`src/rtl/hst_ram.sv`:
```
module hst_ram #(
   parameter int WIDTH = 8,
   parameter int DEPTH = 16
) (
   input  logic                                  clock,
   input  logic                                  wr_en,
   input  logic [((DEPTH > 1) ? $clog2(DEPTH) : 1)-1:0] wr_addr,
   input  logic [WIDTH-1:0]                      wr_data,
   input  logic                                  rd_en,
   input  logic [((DEPTH > 1) ? $clog2(DEPTH) : 1)-1:0] rd_addr,
   output logic [WIDTH-1:0]                      rd_data
);

   logic [WIDTH-1:0] mem_ff [DEPTH];
   logic [WIDTH-1:0] rd_data_ff;

   always_ff @(posedge clock) begin
      if (wr_en) begin
         mem_ff[wr_addr] <= wr_data;
      end
      if (rd_en) begin
         rd_data_ff <= mem_ff[rd_addr];
      end
   end

   assign rd_data = rd_data_ff;

endmodule

```
`config.mk`:
```
export PLATFORM = sky130hd
export DESIGN_NAME = hst_ram
export DESIGN_NICKNAME = d
export VERILOG_FILES = /design/src/rtl/hst_ram.sv
export SDC_FILE = /design/constraint.sdc
export NUM_CORES = 1
export LEC_CHECK = 0
export ABC_CLOCK_PERIOD_IN_PS = 1700
export BUFFER_PORTS_ARGS = -buffer_cell sky130_fd_sc_hd__buf_2
export CAP_MARGIN = 30
export CORE_ASPECT_RATIO = 0.5
export CORE_MARGIN = 5
export CORE_UTILIZATION = 60
export DETAILED_ROUTE_END_ITERATION = 7
export PLACE_DENSITY = 0.86
export SYNTH_ARGS = -nofsm -noshare
export SYNTH_HDL_FRONTEND = slang
export SYNTH_SLANG_ARGS = --single-unit
```
`constraint.sdc`:
```
create_clock -name clock -period 1.7 [get_ports clock]
set_input_delay 0.085 -clock clock [delete_from_list [all_inputs] [get_ports clock]]
set_output_delay 0.085 -clock clock [all_outputs]
set_load 0.05 [all_outputs]
```
Word level (Yosys, flattened, before mapping) --
Memories as Yosys holds them, arrays and structs flattened. A register that Yosys moved wholly into a read port is not among the register bits. Index checks and enable logic that the tools add are counted.
Storage, ports and cells: register bits 0, bits in writable memories 128, input port bits 19, output and inout bits 8, logic and storage cells 3, memories kept 1
Memories:
- mem_ff | words 16, width 8, rd ports 1, clocked after Yosys merged registers in 1, wr ports 1, line 14 | logic [WIDTH-1:0] mem_ff [DEPTH];
Cells by class: mux-type cells 2
Operators with widths (number):
- two-way mux 1 bit | 2

Depth between registers and ports, before layout --
depth in word-level cells 2, mapped depth 5, mapped depth without buffers 3

Worst setup path after synthesis --
No wires, ideal clock.
path kind input -> register, start input wr_addr[2] (netlist bit), end memory mem_ff[0][0], enable pin, library setup time 0.383 ns, arrival 1.195 ns, data required time 1.317 ns, slack 0.122 ns, cell stages on the path 2, buffers on the path 0, cell sequence or3b_2 -> nor3_1
RTL lines:
- start: declaration | line 7 | input logic [((DEPTH > 1) ? $clog2(DEPTH) : 1)-1:0] wr_addr,
- end: declaration | line 14
Straight into the memory's write port.

==> impl_results.md <==
- Met1 Usage GRT: 0.318
- Vias in the first global route: 2,811
- GP Congestion: between 0.8 and 0.9
- Fin crit period: 1.60 ns
- FMAX: roughly 0.62 GHz
- Clock Latency Late Sink: 0.41 ns
- Crit path from: mem_ff[0][4]
- CP endpoint kind: flip-flop
- Postcts setup bufs: 0
- Final Routed Wirelength: about 11,000 um
- Max Cap Viol: 0
- TritonCTS clock tree: yes
- DR vias: 2,719
- Initial DRC count: approximately 340
- CP max FO: 1
- CTS sink count: 136
- Pint: about 6.1 mW
- Largest stage delay, worst path: roughly 0.5 ns
- Antenna Diode Count: 0
- Sw frac: 0.209
- Final worst-path cycle share: 0.942
- Register bit total from synthesis: about 140
- Post-layout instance area: approximately 0.0062 mm^2
- Worst Hold Slack: approximately 0.042 ns
- H-Tree Level Count: 4
- Hold Fails Final Rpt: 0
- Yosys cell types: 18
- Avg WL per Cell: 27.0 um
- Clock share of power: 0.449
- # rows: 24
- Post-cts gate resize count: 0
- RR Endpoint: rd_data[4]
- Met2 GRT Util: 0.329
- Hpwl dp: between 6000 and 7000 um
- R2R Setup Slk: roughly 0.099 ns
- PortBufs: 26
- Number of remaining DRC errors: 0
- Pwr dens: 1240 mW/mm^2
- Final setup fails: 0
- M3 GR Usage: 0.0809
- Reg power frac: 0.496
- Hold-fix buffers at CTS: 0
- Worst Max-Slew Pin Slew: around 0.44 ns
- Static leakage: approximately 2.1 nW
- Stages on the worst setup path: 3
- Antenna-violating nets left: 0
- Worst Path Arrival: 1.75 ns
- Layout Skew: ~0.0065 ns
- Syn Std Cell Area: roughly 0.0052 mm^2
- RSZ-0062 raised after global routing: false
- Placed Area: 0.00564 mm^2
- Worst VDD drop: between 900 and 1000 uV
- R2R Path Start: mem_ff[0][4]
- Pre-antenna DRT Iters: 5
- Share of cells above drive strength 1: 0.336
- Root buffer cell: clkbuf_16
- Buffers plus inverters on the worst setup path: 0
- # nets final: a little over 300
- IO Count: 27
- Yosys warnings: 0
- Hold crit path type: input port to flip-flop
- Gate power share: 0.056
- P_sw: approximately 1.6 mW
- Final Slew Violations: 0
- Crit Path Category: flip-flop to flip-flop
- Gr busiest metal: met2
- Register area share after synthesis: 0.781
- Largest net degree at the start of global routing: 28
- Die W: ~140 um
- Area grow syn2layout: 18.5%
- Syn Nets: between 200 and 250
- Cells after synthesis: 229
- Hold_sp: rd_en
- CP Cell Sequence: mux4_2 > a22oi_1 > nand2_1
- Slew headroom: 0.708
- Commonest cells after routing, fill and taps aside: edfxtp_1, buf_2, buf_4
- Die H: around 76 um
- DIE AREA: around 0.011 mm^2
- Core ar.: 0.00859 mm^2
- Clk pin slew, worst setup/hold paths: 0.06 ns
- Slowest CP cell: mux4_2
- CTS max path bufs: 2
- Num CTS Buffers: 17
- CP Capture Point: rd_data[4]
- Worst Path Required: 1.85 ns
- Critical path's top delay family: multiplexers
- Gr ovfl total: 0
- First-pass GRT wire length: between 15,000 and 20,000 um
- Outcome: complete, no violations
- CP startpoint kind: flip-flop
- Commonest non-fill, non-tap cell in the layout: edfxtp_1
- Drt via density: around 6.5
- Synthesized area per cell: 22.8 um^2
- Initial Util: 0.609
- Antenna violations before repair: 0
- R2R depth: 3
- Total track usage: 0.225
==> registers in the layout, indices dropped and copies added (netlist names) <==
signal,count
rd_data,8
mem_ff,128
==> final cells by class <==
class / instances / area (um^2)
sequential: 136 / 4080
fill: 479 / 2390
multi-input combinational: 83 / 1060
clock buffer: 17 / 425
timing repair buffer: 50 / 348
tap: 117 / 146
clock inverter: 15 / 136
==> metrics by stage <==
| step | TNS (ns) | util | setup slack, ns | power (mW) | cells |
|---|---|---|---|---|---|
| final | 0 | 0.722 | 0.0989 | 7.67 | 418 |
| after global routing | 0 | 0.722 | 0.0782 | 7.93 | 418 |
| after CTS | 0 | 0.722 | 0.0956 | 7.71 | 418 |
| after detailed placement | -0.0367 | 0.656 | -0.0363 | 4.29 | 386 |
| after global placement | -0.00483 | 0.656 | -0.00483 | 4.26 | 386 |
| after floorplan | 0 | - | 0.122 | 4.11 | 229 |
==> logic make-up after synthesis <==
kind of cell           count (synthesis)  synth area share
and+or+nand+nor                       35            0.0314
DFF                                  136             0.781
muxes                                 32             0.148
buffers and inverters                 10            0.0165
AOI/OAI and AO/OA                     16            0.0230
==> cell usage after synthesis <==
| cell type | n | area share |
|---|---|---|
| nand2_1 | 9 | 0.0065 |
| or3b_2 | 1 | 0.0017 |
| nand3_1 | 1 | 0.00096 |
| a22oi_1 | 16 | 0.023 |
| mux4_1 | 14 | 0.070 |
| nor2_1 | 13 | 0.0093 |
| clkdlybuf4s25_2 | 3 | 0.0057 |
| buf_2 | 3 | 0.0029 |
| nand2b_1 | 2 | 0.0024 |
| nand3b_1 | 2 | 0.0029 |
| buf_4 | 1 | 0.0014 |
| and2b_1 | 1 | 0.0014 |
| buf_6 | 3 | 0.0065 |
| nor3_1 | 4 | 0.0038 |
| and2_1 | 1 | 0.0012 |
| mux4_2 | 18 | 0.078 |
| edfxtp_1 | 136 | 0.78 |
| nor2b_1 | 1 | 0.0012 |
==> worst reg2reg max path: cells and delay by family, from the launching register on <==
| kind | cells | cell delay, ns |
|---|---|---|
| multiplexers | 1 | 0.49 |
| flip-flops | 1 | 0.39 |
| AO/OA/AOI/OAI | 1 | 0.35 |
| AND/OR/NAND/NOR | 1 | 0.11 |
==> how the worst min path moves through the flow <==
stage,endpoint,slack [ns],depth (start not counted)
detailed placement,rd_data[3],0.47,1
global placement,mem_ff[5][1],0.46,1
floorplan,mem_ff[0][0],0.18,0
global route,rd_data[2],0.03,1
finish,rd_data[7],0.04,1
CTS,rd_data[7],0.04,1
==> per-layer routing <==
layer | vias to the layer above | wire length, um
met4 | 0 | 247
met2 | 195 | 5380
met5 | - | 0
li1 | 1104 | -
met3 | 31 | 1260
met1 | 1389 | 4390
==> power groups by stage <==
stage | logic [mW] | clock network [mW] | registers, mW
floorplan | 0.191 | 0 | 3.92
global placement | 0.397 | 0 | 3.86
detailed placement | 0.416 | 0 | 3.87
CTS | 0.426 | 3.48 | 3.80
global route | 0.452 | 3.67 | 3.81
finish | 0.428 | 3.44 | 3.80
Power figures use the tool's default switching activity.
