==> src/rtl/hst_pkg.sv <==
package hst_pkg;

   // Field widths of one transaction on either channel.
   localparam int HASH_W    = 32;
   localparam int BYTE_W    = 8;
   localparam int FUNC_W    = 2;
   localparam int UNIT_W    = 9;
   localparam int SEG_W     = 16;
   localparam int FADDR_W   = 32;
   localparam int TOTAL_W   = 10;
   localparam int TOTAL_MAX = 1023;

   // One stored entry: key hash, unit, segment and address side by side.
   localparam int ENTRY_W = HASH_W + UNIT_W + SEG_W + FADDR_W;

   // Default geometry of the table.
   localparam int NUM_BUCKETS_DEF  = 8;
   localparam int BUCKET_DEPTH_DEF = 64;

   // The bucket remainder is worked out a few hash bits per cycle.
   localparam int DIGIT_BITS = 4;
   localparam int MOD_STEPS  = HASH_W / DIGIT_BITS;

   localparam logic [HASH_W-1:0] HASH_START = 32'h811c_9dc5;

   // Operation codes; the fourth code means nothing and is ignored.
   localparam logic [FUNC_W-1:0] FUNC_INSERT = 2'd0;
   localparam logic [FUNC_W-1:0] FUNC_FIND   = 2'd1;
   localparam logic [FUNC_W-1:0] FUNC_CLEAR  = 2'd2;

   typedef struct packed {
      logic step;     // hash one name byte
      logic last;     // that byte ends the name
      logic restart;  // return the running hash to its start value
   } hash_ctrl_type;

   // Multiply by 101 (64 + 32 + 4 + 1) modulo 2^32, then fold in the byte.
   function automatic logic [HASH_W-1:0] hash_step(input logic [HASH_W-1:0] h,
                                                   input logic [BYTE_W-1:0] b);
      logic [HASH_W-1:0] prod;
      prod = h + (h << 2) + (h << 5) + (h << 6);
      return prod ^ {{(HASH_W-BYTE_W){1'b0}}, b};
   endfunction

endpackage

==> src/rtl/hst_hasher.sv <==
module hst_hasher (
   input  logic                        clock,
   input  logic                        reset,
   input  hst_pkg::hash_ctrl_type      ctrl,
   input  logic [hst_pkg::BYTE_W-1:0]  name_byte,
   output logic [hst_pkg::HASH_W-1:0]  hash_nxt
);

   logic [hst_pkg::HASH_W-1:0] running_ff;
   logic [hst_pkg::HASH_W-1:0] running_in;

   assign hash_nxt = hst_pkg::hash_step(running_ff, name_byte);

   // A completed name or a clear starts the next name afresh.
   always_comb begin
      running_in = running_ff;
      if (ctrl.restart || (ctrl.step && ctrl.last)) begin
         running_in = hst_pkg::HASH_START;
      end else if (ctrl.step) begin
         running_in = hash_nxt;
      end
   end

   always_ff @(posedge clock) begin
      if (reset) begin
         running_ff <= hst_pkg::HASH_START;
      end else begin
         running_ff <= running_in;
      end
   end

endmodule

==> config.mk <==
export PLATFORM = sky130hd
export DESIGN_NAME = hst_hasher
export DESIGN_NICKNAME = d
export VERILOG_FILES = /design/src/rtl/hst_pkg.sv /design/src/rtl/hst_hasher.sv
export SDC_FILE = /design/constraint.sdc
export NUM_CORES = 1
export LEC_CHECK = 0
export BUFFER_PORTS_ARGS = -buffer_cell sky130_fd_sc_hd__buf_2
export CELL_PAD_IN_SITES_DETAIL_PLACEMENT = 2
export CELL_PAD_IN_SITES_GLOBAL_PLACEMENT = 2
export CORE_MARGIN = 2
export CORE_UTILIZATION = 40
export CTS_BUF_LIST = sky130_fd_sc_hd__clkbuf_16
export CTS_CLUSTER_DIAMETER = 30
export CTS_CLUSTER_SIZE = 10
export DETAILED_ROUTE_END_ITERATION = 8
export PLACE_DENSITY = 0.89
export SETUP_SLACK_MARGIN = 0.1
export SLEW_MARGIN = 20
export SYNTH_ARGS = -nofsm -noshare
export SYNTH_HDL_FRONTEND = slang
export SYNTH_SLANG_ARGS = --single-unit
==> constraint.sdc <==
create_clock -name clock -period 10.3 [get_ports clock]
set_input_delay 1.545 -clock clock [delete_from_list [all_inputs] [get_ports clock]]
set_output_delay 1.545 -clock clock [all_outputs]
set_load 0.02 [all_outputs]
# == Word-level counts from Yosys, hierarchy flattened ==
# Index checks and enable logic that the tools add are counted.
# classes
add_sub_neg,3
n_bitwise,1
reduce_logical,3
# ops
cell,count
$add A32 B32 Y32,3
$xor A32 B8 Y32,1
$reduce_or A2 Y1,1
$logic_and A1 B1 Y1,1
$logic_or A1 B1 Y1,1
# word_totals
register_bits,32
inputBits,13
word_cells,8

# == Longest topological paths before layout ==
# logic_depth
depth_word,4
ltp_mapped,14
ltp_nobuf,14

# == Worst setup path after synthesis ==
# OpenSTA, ideal clock, no wires.
# synth_path
path_kind,register to output
start,register running_ff[1] in the netlist's numbering
end,output hash_nxt[29] in the netlist's numbering
arrival_ns,3.448
required_time_ns,8.755
path_slack_ns,5.307
path_stages_with_launch,13
path_cell_list,dfxtp_1 inv_1 fa_1 fa_1 inv_1 ha_1 nand3_1 o211ai_2 a31oi_1 o311ai_0 and3_1 nor2_1 xnor2_1
# synth_via
elab_chain_len,4
# synth_lines
element,line,rtl
from (decl),hst_hasher.sv:9,logic [hst_pkg::HASH_W-1:0] running_ff;
from (signal assigned),hst_hasher.sv:26,running_ff <= hst_pkg::HASH_START;
from (signal assigned),hst_hasher.sv:28,running_ff <= running_in;
$add A32 B32 Y32 (2 in series),hst_pkg.sv:41,prod = h + (h << 2) + (h << 5) + (h << 6);
$add A32 B32 Y32 *,hst_pkg.sv:41,
$xor A32 B8 Y32 *,hst_pkg.sv:42,"return prod ^ {{(HASH_W-BYTE_W){1'b0}}, b};"
to (decl),hst_hasher.sv:6,output logic [hst_pkg::HASH_W-1:0] hash_nxt
# Every way passes the cells marked *; elsewhere a longest branch is shown, timed or not.

# == Worst setup path after layout ==
# layout_path
start,register running_ff[6] in the netlist's numbering
end,output hash_nxt[29] in the netlist's numbering
# The elaborated chain is that of the path after synthesis.

==> flow_results.org <==
** Status
- The run finished with clean final reports.

** Detailed routing
- Sum of routed wire segments on met1 :: 5670 um
- Highest metal layer used by the detailed router :: met4
- Summed over all nets, wire length on met2 after detailed routing comes to 7570 um.
- Wire length reported by the detailed router :: 14,200 um
- Routed wire length per instance :: 21.5 um
- Number of nets still failing antenna checks after routing :: 0
- Summed over all nets, wire length on met3 after detailed routing comes to 568 um.
- Detailed Route Iter0 Violations :: 165
- Across all layers, the routed design uses 3,662 vias.
- After detailed routing, the number of vias per cell comes to 5.56.
- For this run, design rule violations remaining after detail routing come to 0.
- Number of iterations in the first detailed-routing pass :: 4

** Global route
- The first global-routing pass estimated 23,100 um of wire.
- The initial antenna violation count was 0.
- Total global routing track utilization :: 26.7%
- Entering global routing, the biggest net connects 33 pins.
- Residual overflow from global routing :: 0
- The number of global-route vias before repair came to 4,294.

** Floorplan
- Horizontal extent of the die :: 106 um
- Placement row count :: 37
- Die outline height :: 106 um
- The floorplan step defined a die boundary enclosing 11,300 um2.
- The core region is 10,200 um2.
- Initial core utilization :: 41.0%
- 45 I/O pins were placed.

** Cells and area
- Area of the multi-input gates :: 3150 um2
- Number of flip-flops in the largest register :: 32
- Fill cell total of the finished layout :: 1,146
- The library cell used most frequently in the layout, excluding fill and tap cells, is sky130_fd_sc_hd__inv_1.
- The repair_antennas step left the layout with diodes totalling 0.
- Commonest cells after routing, fill and taps aside :: 91 x sky130_fd_sc_hd__inv_1, 52 x sky130_fd_sc_hd__fa_1, 44 x sky130_fd_sc_hd__buf_2
- The largest registers in the layout are running_ff x32.
- Register ranked first by flip-flop count :: running_ff
- Relative to the synthesized area, the layout overhead comes to 11.6%.
- Number of nets in the layout :: 621
- Area occupied by registers :: 641 um2
- Fraction of final layout cells with drive strength greater than 1 :: 11.3%

** Clock tree
- The tree is rooted in a sky130_fd_sc_hd__clkbuf_16.
- The clock passes through at most 2 buffers.
- Hold bufs inserted after CTS :: 0
- At the later pin of the worst-skew pair, clock insertion delay measures 0.30 ns.
- For this design, the sink count on the clock tree is 32.
- CTS built an H-tree with a depth of 2.
- Post_cts resized :: 0
- TritonCTS clock tree :: done
- Clock-pin slew was measured on the worst setup and hold paths at 0.06 ns.
- In this run, CTS created clock tree buffers numbering 5.
- Buffer count from post-CTS setup fixing :: 0

** Synthesis
- Counting flops with a built-in enable in the synthesized netlist gives 0.
- The number of nets in the synthesized netlist is 585.
- During synthesis, Yosys emitted a total of 0 warnings.
- Synthesis instantiated 50 different standard cells from the library.
- Summing every instance area after synthesis gives 4200 um2.
- Post-synthesis register bit count :: 32
- Ys async rst share :: 0%
- A synthesized cell averages 8.61 um2.
- Ys flop type :: sky130_fd_sc_hd__dfxtp_1
- Cell count after synthesis :: 487
- Share of the yosys chip area belonging to registers :: 15.3%

** Min path
- Worst hold path class :: reg2reg

** STA
- Hold Violations, Final :: 0
- Setup repair after global routing left no endpoint under its margin.
- Setup violators final :: 0
- Tcrit/Tclk final :: 59.3%
- Clock skew on the completed layout was measured at 0.00746 ns.
- At the pin with the least slew margin, the transition time is 0.961 ns.
- Max-slew violations :: 0
- The routed design could run at a clock period as short as 6.10 ns.
- FMAX :: 0.164 GHz
- Measured against its own limit, the worst slew margin works out to 35.9%.
- Setup total negative slack on the finished layout was measured at 0 ns.
- The tightest hold path in the finished design has a slack of 0.495 ns.

** Flow run
- Max-cap violations in this run came to 0.

** Worst setup path
- The largest individual stage delay along the critical path comes from the cell sky130_fd_sc_hd__fa_1.
- The largest single stage delay on the critical path is 0.53 ns.
- The worst setup path is captured at an output pin.
- Critical Path RT :: 8.76 ns
- Critical Path Source Type :: flip-flop
- Critical path fanouts, max :: 6
- For the worst setup path, the data arrival time is 4.56 ns.
- Worst-path cell chain :: inv_1 > fa_1 > fa_1 > inv_1 > ha_1 > a21oi_1 > o211ai_2 > a31oi_1 > o311ai_0 > and3_1 > nor2_1 > xnor2_1 > buf_2
- The critical path is of the reg2out type.

** Place
- At the end of routability-driven placement, the weighted congestion stood at 0.853.
- The HPWL after detailed placement is 11,600 um.
- Count of input and output buffers :: 44
## layer usage
layer  vias up  GRT usage (%)
met2        91           49.3
li1       1686              -
met3        24           4.78
met4         0           9.09
met1      1861           30.9
met5         -              0
## metrics by stage
stage               area, um2  util [%]  setup WS (ns)  std cells
global placement         4530      44.3           4.76        651
finish                   4680      45.8           4.20        659
detailed placement       4550      44.5           4.63        652
CTS                      4680      45.8           4.24        659
floorplan                4200         -           5.31        487
global route             4680      45.8           4.00        659
## cells by family after synthesis
logic type / after synthesis / share of synthesized area (%)
AO/OA/AOI/OAI: 103 / 16.8
adder cells (fa/ha/maj): 85 / 34.7
multiplexers: 14 / 3.37
flip-flops: 32 / 15.3
buffers and inverters: 107 / 9.69
XOR/XNOR: 39 / 8.14
AND/OR/NAND/NOR: 107 / 12.1
## final timing paths
kind                                     start        endpoint  slack (ns)  depth (start not counted)
worst max-delay path             running_ff[6]    hash_nxt[29]        4.20                         13
worst min-delay path            running_ff[22]  running_ff[22]        0.49                          2
worst max register to register   running_ff[6]  running_ff[25]        5.86                         12
worst min register to register  running_ff[22]  running_ff[22]        0.49                          2
## cells in the mapped netlist, drive strengths merged, types with 3 or more instances
cell type	count	area share, %
o211ai	14	2.6
nor2b	5	0.75
a21o	13	2.3
and3	6	0.89
o31ai	6	1.1
clkbuf	14	1.3
fa	52	25
a21oi	29	3.5
mux2i	13	3.1
o41ai	3	0.81
nor2	28	2.5
a211o	3	0.63
nor4	3	0.45
inv	90	8.1
ha	33	9.8
buf	3	0.39
o21ai	13	1.6
xnor2	28	5.8
o21bai	5	0.89
dfxtp	32	15
nor3	7	0.83
nand2	32	2.9
a31oi	4	0.60
xor2	11	2.3
nand3	13	1.6
## cell type report
type,instances,area share (%)
multi-input cells,348,67.3
flip-flops and latches,32,13.7
inverters,90,7.21
repair buffers,46,5.29
well taps,136,3.63
clock buffers,5,2.67
clock inverters,2,0.187
## critical path: cells and delay by family (launching register included)
family | cells | cell delay (ns)
AOI/OAI and AO/OA | 4 | 1.40
and+or+nand+nor | 2 | 0.46
DFF | 1 | 0.34
adders and majority gates | 3 | 1.41
xor gates and xnor gates | 1 | 0.16
buffers and inverters | 3 | 0.47
Power is not shown: default switching activity piles up to over one toggle a cycle in this logic, so the estimate is an artifact.
