==> src/rtl/hst_pkg.sv <==
package hst_pkg;

   // Field widths of one transaction on either channel.
   localparam int HASH_W    = 32;
   localparam int BYTE_W    = 8;
   localparam int FUNC_W    = 2;
   localparam int UNIT_W    = 9;
   localparam int SEG_W     = 16;
   localparam int FADDR_W   = 32;
   localparam int TOTAL_W   = 10;
   localparam int TOTAL_MAX = 1023;

   // One stored entry: key hash, unit, segment and address side by side.
   localparam int ENTRY_W = HASH_W + UNIT_W + SEG_W + FADDR_W;

   // Default geometry of the table.
   localparam int NUM_BUCKETS_DEF  = 8;
   localparam int BUCKET_DEPTH_DEF = 64;

   // The bucket remainder is worked out a few hash bits per cycle.
   localparam int DIGIT_BITS = 4;
   localparam int MOD_STEPS  = HASH_W / DIGIT_BITS;

   localparam logic [HASH_W-1:0] HASH_START = 32'h811c_9dc5;

   // Operation codes; the fourth code means nothing and is ignored.
   localparam logic [FUNC_W-1:0] FUNC_INSERT = 2'd0;
   localparam logic [FUNC_W-1:0] FUNC_FIND   = 2'd1;
   localparam logic [FUNC_W-1:0] FUNC_CLEAR  = 2'd2;

   typedef struct packed {
      logic step;     // hash one name byte
      logic last;     // that byte ends the name
      logic restart;  // return the running hash to its start value
   } hash_ctrl_type;

   // Multiply by 101 (64 + 32 + 4 + 1) modulo 2^32, then fold in the byte.
   function automatic logic [HASH_W-1:0] hash_step(input logic [HASH_W-1:0] h,
                                                   input logic [BYTE_W-1:0] b);
      logic [HASH_W-1:0] prod;
      prod = h + (h << 2) + (h << 5) + (h << 6);
      return prod ^ {{(HASH_W-BYTE_W){1'b0}}, b};
   endfunction

endpackage

==> src/rtl/hst_mod_unit.sv <==
module hst_mod_unit #(
   parameter int NUM_BUCKETS = hst_pkg::NUM_BUCKETS_DEF
) (
   input  logic                                               clock,
   input  logic                                               reset,
   input  logic                                               start,
   input  logic [hst_pkg::HASH_W-1:0]                         value,
   output logic                                               done,
   output logic [((NUM_BUCKETS > 1) ? $clog2(NUM_BUCKETS) : 1)-1:0] bucket
);

   localparam int BKT_W = (NUM_BUCKETS > 1) ? $clog2(NUM_BUCKETS) : 1;
   localparam int REM_W = BKT_W + 1;
   localparam int CNT_W = $clog2(hst_pkg::MOD_STEPS);

   logic [hst_pkg::HASH_W-1:0] shift_ff;
   logic [hst_pkg::HASH_W-1:0] shift_in;
   logic [REM_W-1:0]           rem_ff;
   logic [REM_W-1:0]           rem_in;
   logic [REM_W-1:0]           rem_nxt;
   logic [CNT_W-1:0]           cnt_ff;
   logic [CNT_W-1:0]           cnt_in;
   logic                       busy_ff;
   logic                       busy_in;
   logic                       last_step;

   // Restoring reduction, most significant hash bit first.
   always_comb begin
      rem_nxt = rem_ff;
      for (int i = 0; i < hst_pkg::DIGIT_BITS; i++) begin
         rem_nxt = {rem_nxt[REM_W-2:0], shift_ff[hst_pkg::HASH_W-1-i]};
         if (rem_nxt >= REM_W'(NUM_BUCKETS)) begin
            rem_nxt = rem_nxt - REM_W'(NUM_BUCKETS);
         end
      end
   end

   assign last_step = busy_ff && (cnt_ff == CNT_W'(hst_pkg::MOD_STEPS - 1));
   assign done      = last_step;
   assign bucket    = rem_nxt[BKT_W-1:0];

   always_comb begin
      shift_in = shift_ff;
      rem_in   = rem_ff;
      cnt_in   = cnt_ff;
      busy_in  = busy_ff;
      if (start) begin
         shift_in = value;
         rem_in   = '0;
         cnt_in   = '0;
         busy_in  = 1'b1;
      end else if (busy_ff) begin
         shift_in = shift_ff << hst_pkg::DIGIT_BITS;
         rem_in   = rem_nxt;
         cnt_in   = cnt_ff + CNT_W'(1);
         busy_in  = !last_step;
      end
   end

   always_ff @(posedge clock) begin
      if (reset) begin
         busy_ff <= 1'b0;
         cnt_ff  <= '0;
      end else begin
         busy_ff <= busy_in;
         cnt_ff  <= cnt_in;
      end
      shift_ff <= shift_in;
      rem_ff   <= rem_in;
   end

endmodule
==> config.mk <==
export PLATFORM = sky130hd
export DESIGN_NAME = hst_mod_unit
export DESIGN_NICKNAME = d
export VERILOG_FILES = /design/src/rtl/hst_pkg.sv /design/src/rtl/hst_mod_unit.sv
export SDC_FILE = /design/constraint.sdc
export NUM_CORES = 1
export LEC_CHECK = 0
export BUFFER_PORTS_ARGS = -buffer_cell sky130_fd_sc_hd__buf_4
export CELL_PAD_IN_SITES_DETAIL_PLACEMENT = 0
export CELL_PAD_IN_SITES_GLOBAL_PLACEMENT = 1
export CORE_MARGIN = 2
export CORE_UTILIZATION = 43
export DETAILED_ROUTE_END_ITERATION = 6
export PLACE_DENSITY = 0.81
export SETUP_SLACK_MARGIN = 0.05
export SYNTH_ARGS = -nofsm -noshare
export SYNTH_HDL_FRONTEND = slang
export SYNTH_SLANG_ARGS = --single-unit
==> constraint.sdc <==
create_clock -name clock -period 2.2 [get_ports clock]
set_clock_uncertainty 0.05 [all_clocks]
set_input_delay 0.22 -clock clock [delete_from_list [all_inputs] [get_ports clock]]
set_output_delay 0.22 -clock clock [all_outputs]
set_load 0.01 [all_outputs]
# == After elaboration in Yosys (flattened, before gate mapping) ==
# Cells that the tools add are included.
# totals
n_memories,0
in_bits,35
latch_bits,0
mem_bits_ro,0
regBits,39
word_cells,26
output_inout_bits,4
ram_bits,0
# op_classes
add_sub_neg,5
reduce_logical,4
div,0
n_lt_le_gt_ge,4
n_mux,8
bitwise,0
shift,0
eq_ne,1
n_mul,0
# ops
cell,n
2-to-1 mux 32 bit,2
"greater-or-equal comparator 4 bit, second input constant",4
2-to-1 mux 3 bit,4
"subtractor 3 x 1 -> 3 bit, second input constant",4
"adder 3 x 1 -> 3 bit, second input constant",1
"== test 3 bit, second input constant",1
2-to-1 mux 1 bit,2
nonzero test 2 bit,1
OR reduction 2 bit,1
logical AND 1 bit,1
zero test 1 bit,1

# == Depth between registers and ports, before layout ==
# Gate-level depths: netlist of run 1.
# logic_depth
ltp_word,8
mapped_depth,4
depth_no_buf,4

# == Least setup slack after synthesis of run 1 ==
# OpenSTA, ideal clock, no wires.
# synth_timing
path_kind,input port to flip-flop
from,input port start
to,register shift_ff[0] (netlist name) (enable)
path_slack_ns,0.921
setup_time_ns,0.310
stages,3
path_buffers,2
arrival_time_ns,0.919
required_ns,1.840
cell_sequence,buf_6 -> buf_6 -> or2_2
# synth_via
elab_chain_cells,1
# synth_rtl
item,line,text
from (decl),hst_mod_unit.sv:6,"input logic start,"
nonzero test 2 bit (no source line),n/a,
to (signal assigned),hst_mod_unit.sv:68,shift_ff <= shift_in;
to (decl),hst_mod_unit.sv:16,logic [hst_pkg::HASH_W-1:0] shift_ff;
# Every way passes these cells.
# A chain may end at the register's enable or synchronous reset.

# == Worst setup path after layout of run 1 ==
# layout_timing
from,register cnt_ff[0]
to,output port done
# layout_via
elab_chain_cells,2
# layout_rtl
item,line,text
from (decl),hst_mod_unit.sv:21,logic [CNT_W-1:0] cnt_ff;
from (signal assigned),hst_mod_unit.sv:66,cnt_ff <= cnt_in;
== test 3 bit,hst_mod_unit.sv:38,assign last_step = busy_ff && (cnt_ff == CNT_W'(hst_pkg::MOD_STEPS - 1));
logical AND 1 bit,hst_mod_unit.sv:38,
to (decl),hst_mod_unit.sv:8,"output logic done,"
# Every way passes these cells.

==> results.json, run 1 <==
{
  "status": "complete, no violations",
  "cts_made_buffers": 3,
  "power_mw": 1.01,
  "antenna_cells": 0,
  "use_met2_pct": 17.6,
  "vias": 631,
  "arrival_ns": 1.33,
  "p_per_area_nw_per_um2": 687,
  "grt-ovfl-total": 0,
  "antenna_found_initial": 0,
  "syn_nets": 109,
  "gp_congestion": 0.632,
  "rrSetupSlack_ns": 0.81,
  "synth.avg_cell_area_sq_um": 16.9,
  "syn_inst": 72,
  "cts_max_path_buffers": 2,
  "critPathLaunchType": "flop",
  "finalSetupViolCount": 0,
  "start_util_pct": 44.5,
  "power_leakage_nw": 0.596,
  "slew_headroom_pct": 63.4,
  "synthesis.area_sq_um": 1220,
  "min_from": "value[0]",
  "crit_chain": "ha_1, ha_1, and2_1, buf_4",
  "hold_class": "input pin to flop",
  "period_share_pct": 72.6,
  "r2r_start": "busy_ff",
  "cp_top_family": "adder cells",
  "num_rows": 19,
  "ios": 39,
  "synth_area_leaders": "edfxtp_1 59%, mux2_2 18%, dfxtp_1 6.6%",
  "dieHeight_um": 57.2,
  "rsz0062_at_grt": "false",
  "synth_seq_area_share_pct": 65.8,
  "slowest_stage": "dfxtp_1",
  "ctsHoldBuffers": 1,
  "crit_buf_inv": 1,
  "reg2regPathDepth": 1,
  "clk_pin_slew_ns": 0.14,
  "grt_pass1_vias": 628,
  "yosys.area.top_type": "edfxtp_1",
  "yosys_warnings": 0,
  "gr-usage-met1_pct": 13.0,
  "vdd_ir_drop_max_mv": 0.451,
  "busiest_layer": "met2",
  "cts_tree": "yes",
  "clock_latency_ns": 0.32,
  "hold_depth": 2,
  "grt_max_degree": 30,
  "coreArea_sq_um": 2730,
  "portBuffers": 30,
  "regArea_sq_um": 801,
  "hold_violations": 0,
  "critPathRequiredTime_ns": 1.93,
  "drt_iter0_drc": 9,
  "critPathMaxStageDelay_ns": 0.35,
  "r2r_end": "shift_ff[10]",
  "drt-vias-per-instance": 4.82,
  "final_nets": 138,
  "drc": 0,
  "hold_path_end": "shift_ff[0]",
  "cts-root-buf": "clkbuf_4",
  "htree_levels": 1,
  "worst-setup-path-type": "flop to output port",
  "cts_setup_buffers": 0,
  "final_cell_mix": "30 x buf_4, 24 x edfxtp_1, 19 x mux2_2, 4 x and2_1, 4 x dfxtp_1",
  "fp.dieW_um": 57.2,
  "drive_above_1_share_pct": 56.0,
  "wirelength_um": 1610,
  "maxCapViolCount": 0,
  "grt_use_total_pct": 10.7,
  "wire_per_inst_um": 12.3,
  "die_area_sq_um": 3270,
  "fillers": 234,
  "multiInputGateArea_sq_um": 355,
  "synthDistinctLibCells": 16,
  "critPathCaptureType": "output port",
  "layout_min_cycle_time_ns": 1.60,
  "cp_max_fo": 2,
  "cpMostUsedCell": "ha_1",
  "grt_pass1_wl_um": 2640,
  "cts_resized": 0,
  "worstMarginPinSlew_ns": 0.549,
  "maxSlewViolCount": 0,
  "synth-seq-cells": 28,
  "setup_tns_ns": 0,
  "use_met3_pct": 2.72,
  "cts.sinks": 28,
  "first_pass_iters": 2,
  "ant_nets": 0,
  "hpwl_um": 1090,
  "syn_to_final_growth_pct": 20.8,
  "fmax_mhz": 626,
  "synth_top_area_share_pct": 59.2,
  "final_common_cell": "buf_4"
}
## report_power, final
| group | total, mW | leakage, nW | switching [mW] | internal (mW) |
|---|---|---|---|---|
| clock network | 0.242 | 0.0210 | 0.141 | 0.101 |
| registers | 0.648 | 0.277 | 0.0124 | 0.635 |
| logic | 0.121 | 0.298 | 0.0427 | 0.0781 |
| total | 1.01 | 0.596 | 0.196 | 0.814 |
## flip-flops by register name (all words and copies together) (netlist names)
name	flops
shift_ff	24
cnt_ff	3
busy_ff	1
## per-stage QoR
step / instance area [sq um] / cells / util, % / hold WS (ns) / worst slack [ns]
after global routing: 1470 / 131 / 53.8 / 0.115 / 0.512
after CTS: 1470 / 131 / 53.8 / 0.103 / 0.574
after global placement: 1420 / 126 / 52.1 / 0.357 / 0.691
final: 1470 / 131 / 53.8 / 0.123 / 0.602
after floorplan: 1220 / 72 / - / 0.239 / 0.921
after detailed placement: 1420 / 126 / 52.1 / 0.365 / 0.656
## routing by layer
layer	wire, um	vias to the layer above
met5	0	-
met1	720	289
met4	15	0
met2	760	21
met3	114	2
li1	-	319
## layout make-up
class,instances,share of cell area [%]
tap,31,2.64
multi-input combinational,36,24.2
timing repair buffer,31,16.0
inverter,1,0.255
sequential,28,54.5
clock buffer,4,2.47
## cell families after synthesis
family / after synthesis / share of synthesized area [%]
AND/OR/NAND/NOR: 9 / 4.32
multiplexers: 23 / 21.7
AO/OA/AOI/OAI: 1 / 0.411
XOR/XNOR: 1 / 0.720
buffers and inverters: 8 / 5.04
flip-flops: 28 / 65.8
adder cells (fa/ha/maj): 2 / 2.06
## synth_stat cells
cell      instances
mux2_2           19
buf_4             4
clkbuf_2          1
or2_2             1
buf_6             2
ha_1              2
and2_1            4
edfxtp_1         24
nor3_1            3
inv_1             1
a21oi_1           1
mux2_4            2
xnor2_1           1
nand2b_1          1
dfxtp_1           4
mux2i_1           2
## worst max-delay path by stage
stage	startpoint	to	slack (ns)	depth (start not counted)
6_report	cnt_ff[0]	done	0.60	4
5_1_grt	cnt_ff[0]	done	0.51	4
4_1_cts	cnt_ff[0]	done	0.57	4
3_5_place_dp	start	shift_ff[22]	0.66	2
3_3_place_gp	start	shift_ff[22]	0.69	2
2_1_floorplan	start	shift_ff[0]	0.92	3
Note: power is estimated with default switching activity, not from simulation.
==> inputs of run 2 (changes only) <==
Settings changed: ABC_AREA set to 1, CORE_UTILIZATION 43 to 37, PLACE_DENSITY 0.81 to 0.76.
Clock period 2.2 ns to 1.6 ns, I/O delays scaled along.
==> results.json, run 2 <==
{
  "status": "complete, no violations",
  "grt_pass1_wl_um": 3450,
  "yosys.area_share.xor_xnor_pct": 0,
  "wirelength_um": 2040,
  "synth.avg_cell_area_sq_um": 9.73,
  "yosys.area_share.simple_pct": 25.7,
  "period_share_pct": 91.0,
  "drive_above_1_share_pct": 28.7,
  "gp_congestion": 0.637,
  "synth-edff-count": 24,
  "coreArea_sq_um": 3340,
  "post-route-util_pct": 47.0,
  "cts_max_path_buffers": 2,
  "dp_slack_ns": 0.396,
  "layout_min_cycle_time_ns": 1.46,
  "layout_setup_ws_ns": 0.144,
  "grt_pass1_vias": 850,
  "yosys.area.top_type": "edfxtp_1",
  "die_area_sq_um": 3960,
  "critPathLaunchType": "flop",
  "synth_common_cells": "70 x nand2_1, 24 x edfxtp_1, 8 x inv_1, 8 x nor2_1, 5 x nand2_2",
  "rsz0062_at_grt": "false",
  "synth_compound_area_share_pct": 0,
  "synthAdderAreaFrac_pct": 1.95,
  "start_util_pct": 38.5,
  "setup_tns_ns": 0,
  "yosys_warnings": 0,
  "fp.dieW_um": 62.9,
  "drc": 0,
  "use_met2_pct": 19.5,
  "maxSlewViolCount": 0,
  "fillers": 343,
  "critPathRequiredTime_ns": 1.39,
  "synth_seq_area_share_pct": 62.4,
  "syn_to_final_growth_pct": 22.1,
  "wire_per_inst_um": 9.92,
  "synth_ff_type": "edfxtp_1",
  "htree_levels": 1,
  "drt-vias-per-instance": 4.26,
  "synthesis.area_sq_um": 1280,
  "regMostFlops": "shift_ff",
  "hold_depth": 3,
  "syn_inst": 132,
  "syn_nets": 169,
  "cts_tree": "yes",
  "antenna_cells": 0,
  "ios": 39,
  "reg_top3": "shift_ff x24, cnt_ff x3, busy_ff x1",
  "antenna_found_initial": 0,
  "p_per_area_nw_per_um2": 908,
  "synth_area_leaders": "edfxtp_1 56%, nand2_1 20%, dfxtp_1 6.2%",
  "first_pass_iters": 2,
  "grt_use_total_pct": 11.1,
  "cts-root-buf": "clkbuf_4",
  "use_met3_pct": 2.52,
  "place_area_sq_um": 1500,
  "grt-ovfl-total": 0,
  "hold_class": "input pin to flop",
  "cts_made_buffers": 3,
  "finalSetupViolCount": 0,
  "yosys.cell_count.top_type": "nand2_1",
  "worstMarginPinSlew_ns": 0.311,
  "multiInputGateArea_sq_um": 370,
  "synth_top_area_share_pct": 56.1,
  "drt_iter0_drc": 43,
  "synthDistinctLibCells": 13,
  "slew_headroom_pct": 79.2,
  "stdcell_area_sq_um": 1570,
  "grt_max_degree": 28,
  "arrival_ns": 1.25,
  "synthMuxAreaShare_pct": 0,
  "regArea_sq_um": 802,
  "final_nets": 198,
  "vdd_ir_drop_max_mv": 0.307,
  "clock_latency_ns": 0.33,
  "final_common_cell": "nand2_1",
  "fmax_mhz": 687,
  "cts.sinks": 28,
  "vias": 877,
  "critPathCaptureType": "output port",
  "power_leakage_nw": 0.756,
  "portBuffers": 30,
  "hpwl_um": 1350,
  "busiest_layer": "met2",
  "largest_reg_flops": 24,
  "gr-usage-met1_pct": 12.2,
  "synth_top_family_by_area": "simple AND/OR/NAND/NOR gates",
  "maxCapViolCount": 0,
  "async_flop_share_pct": 0,
  "synth-seq-cells": 28,
  "rrSetupSlack_ns": 0.40,
  "final_cell_mix": "70 x nand2_1, 31 x buf_4, 24 x edfxtp_1, 8 x inv_1, 8 x nor2_1",
  "ant_nets": 0,
  "whs_ns": 0.0236,
  "hold_violations": 0,
  "worst-setup-path-type": "flop to output port",
  "dieHeight_um": 62.9,
  "cp_max_fo": 3,
  "reg2regPathDepth": 3,
  "num_rows": 21,
  "clk_pin_slew_ns": 0.15
}
[run 2: final timing paths]
kind            endpoint  startpoint
max                 done   cnt_ff[0]
min          shift_ff[1]    value[1]
max reg2reg  shift_ff[0]     busy_ff
min reg2reg    cnt_ff[1]   cnt_ff[1]
[run 2: power by group]
part	switching [mW]	internal [mW]
Sequential	0.0235	0.873
Clock	0.209	0.139
Combinational	0.0888	0.0899
Total	0.321	1.10
[run 2: cells by family (layout without fill, tap and decap cells)]
family / Yosys count / in the layout
adders and majority gates: 2 / 2
buffers and inverters: 18 / 46
and+or+nand+nor: 84 / 84
DFF: 28 / 28
[run 2: layer usage]
metal	part of all wire, %	vias to the layer above	wire length (um)
met1	45	390	925
met5	0	-	0
li1	-	464	-
met2	50	19	1010
met4	1.3	0	27
met3	3.8	4	77
[run 2: critical path, cell delays in order (launching register included)]
cell and delay (ns):
dfxtp_2 0.36, ha_2 0.19, ha_4 0.15, nand2_1 0.05, inv_1 0.04, buf_4 0.13
[run 2: area by class of cell]
type                       count  share of cell area, %
sequential                    28                   51.2
multi-input combinational     86                   23.6
timing repair buffer          33                   16.8
tap                           46                   3.67
inverter                       9                   2.47
clock buffer                   4                   2.31
[run 2: what timing repair did]
item | CTS | global route
setup endpoints to repair | 0 | 1
hold endpoints to repair | 0 | 2
resized for setup | 0 | 4
setup buffers | 0 | 1
hold buffers | 0 | 1
[run 2: per-stage QoR]
stage                     std cells  power (mW)
after floorplan                 132        1.02
after global placement          200        1.08
after detailed placement        200        1.09
after CTS                       204        1.44
after global routing            206        1.49
final                           206        1.42
==> inputs of run 3 (changes only) <==
Settings changed: CORE_UTILIZATION 37 to 34, PLACE_DENSITY 0.76 to 0.74.
Clock period 1.6 ns to 1.15 ns, I/O delays scaled along.
==> results.json, run 3 (synthesized netlist as in run 2, its figures left out) <==
{
  "clk_pin_slew_ns": 0.09,
  "worstMarginPinSlew_ns": 0.176,
  "drt-vias-per-instance": 4.15,
  "dieHeight_um": 65.4,
  "cts.sinks": 28,
  "arrival_ns": 1.11,
  "regMostFlops": "shift_ff",
  "critPathCaptureType": "output port",
  "dpl.cell_count": 206,
  "grt_pass1_wl_um": 3400,
  "num_rows": 22,
  "worst-setup-path-type": "flop to output port",
  "largest_reg_flops": 24,
  "vias": 879,
  "status": "complete, but fails checks",
  "drive_above_1_share_pct": 33.5,
  "fin_cells": 212,
  "die_area_sq_um": 4280,
  "fp.dieW_um": 65.4,
  "critPathRequiredTime_ns": 0.99,
  "cts-root-buf": "clkbuf_8",
  "dp_slack_ns": 0.0393,
  "use_met3_pct": 3.08,
  "grt-ovfl-total": 0,
  "cts_made_buffers": 3,
  "syn_to_final_growth_pct": 27.4,
  "coreArea_sq_um": 3630,
  "fmax_mhz": 785,
  "grt_use_total_pct": 10.6,
  "antenna_found_initial": 0,
  "cpMostUsedCell": "ha_4",
  "regArea_sq_um": 803,
  "drc": 0,
  "place_area_sq_um": 1540,
  "whs_ns": 0.0331,
  "portBuffers": 30,
  "first_pass_iters": 4,
  "p_per_area_nw_per_um2": 1250,
  "maxSlewViolCount": 0,
  "hold_violations": 0,
  "drt_iter0_drc": 26,
  "busiest_layer": "met2",
  "power_mw": 2.04,
  "ios": 39,
  "multiInputGateArea_sq_um": 390,
  "grt_pass1_vias": 811,
  "fillers": 378,
  "use_met2_pct": 17.2,
  "reg_top3": "shift_ff x24, cnt_ff x3, busy_ff x1",
  "maxCapViolCount": 0,
  "slowest_stage": "dfxtp_2",
  "ant_nets": 0,
  "htree_levels": 1,
  "gr-usage-met1_pct": 12.6,
  "cp_max_fo": 2,
  "slew_headroom_pct": 88.3,
  "layout_setup_ws_ns": -0.125,
  "critPathMaxStageDelay_ns": 0.34,
  "antenna_cells": 0,
  "clock_latency_ns": 0.27,
  "stdcell_area_sq_um": 1640,
  "gp_congestion": 0.621,
  "crit_chain": "ha_4, ha_4, nand2_2, inv_2, buf_6",
  "finalSetupViolCount": 1,
  "wire_per_inst_um": 10.1,
  "layout_min_cycle_time_ns": 1.27,
  "violations": "setup timing",
  "hold_class": "input pin to flop",
  "hpwl_um": 1490,
  "final_common_cell": "nand2_1",
  "vdd_ir_drop_max_mv": 0.611,
  "start_util_pct": 35.3,
  "power_leakage_nw": 0.776,
  "final_nets": 202,
  "cts_max_path_buffers": 2,
  "final_cell_mix": "69 x nand2_1, 35 x buf_4, 24 x edfxtp_1, 7 x nor2_1",
  "wirelength_um": 2130,
  "rsz0062_at_grt": "true",
  "cts_tree": "yes",
  "grt_max_degree": 25,
  "period_share_pct": 111,
  "critPathLaunchType": "flop"
}
-- run 3: report_power, final --
group | internal [mW] | switching, mW | total, mW
Combinational | 0.138 | 0.134 | 0.272
Clock | 0.239 | 0.287 | 0.527
Sequential | 1.21 | 0.0299 | 1.24
Total | 1.59 | 0.452 | 2.04
-- run 3: layer usage --
metal / wire length, um / part of all wire (%)
met5: 0 / 0
met4: 42 / 2.0
met3: 128 / 6.0
met2: 1060 / 50
met1: 896 / 42
-- run 3: path summary, 6_finish.rpt --
kind              startpoint         to  slack [ns]  cells past startpoint
setup / recovery   cnt_ff[0]       done       -0.12                      5
hold / removal         reset    busy_ff        0.03                      4
setup reg to reg   cnt_ff[0]  cnt_ff[2]        0.11                      6
hold reg to reg    cnt_ff[1]  cnt_ff[1]        0.46                      2
-- run 3: area by class of cell --
cell class                 count  share of cell area (%)
tap                           48                    3.67
timing repair buffer          37                    18.0
sequential                    28                    49.1
inverter                       9                    2.60
clock inverter                 1                   0.230
clock buffer                   3                    2.52
multi-input combinational     86                    23.9
-- run 3: worst max-delay path, delay by kind of cell, from the launching register on --
| family | cells | cell delay, ns |
|---|---|---|
| flip-flops | 1 | 0.34 |
| adder cells (fa/ha/maj) | 2 | 0.31 |
| buffers and inverters | 2 | 0.13 |
| AND/OR/NAND/NOR | 1 | 0.05 |
-- run 3: repair_timing --
item / CTS / global route
endpoints found under the setup margin: 2 / 1
pin swaps: 2 / 1
gates resized for setup: 7 / 2
buffers inserted: 2 / 0
hold buffers: 0 / 0
-- run 3: metrics by stage --
stage               setup TNS (ns)  utilization, %
floorplan                    -2.63               -
global placement                 0            42.4
detailed placement               0            42.4
CTS                         -0.142            44.9
global route                -0.175            45.0
finish                      -0.125            45.0
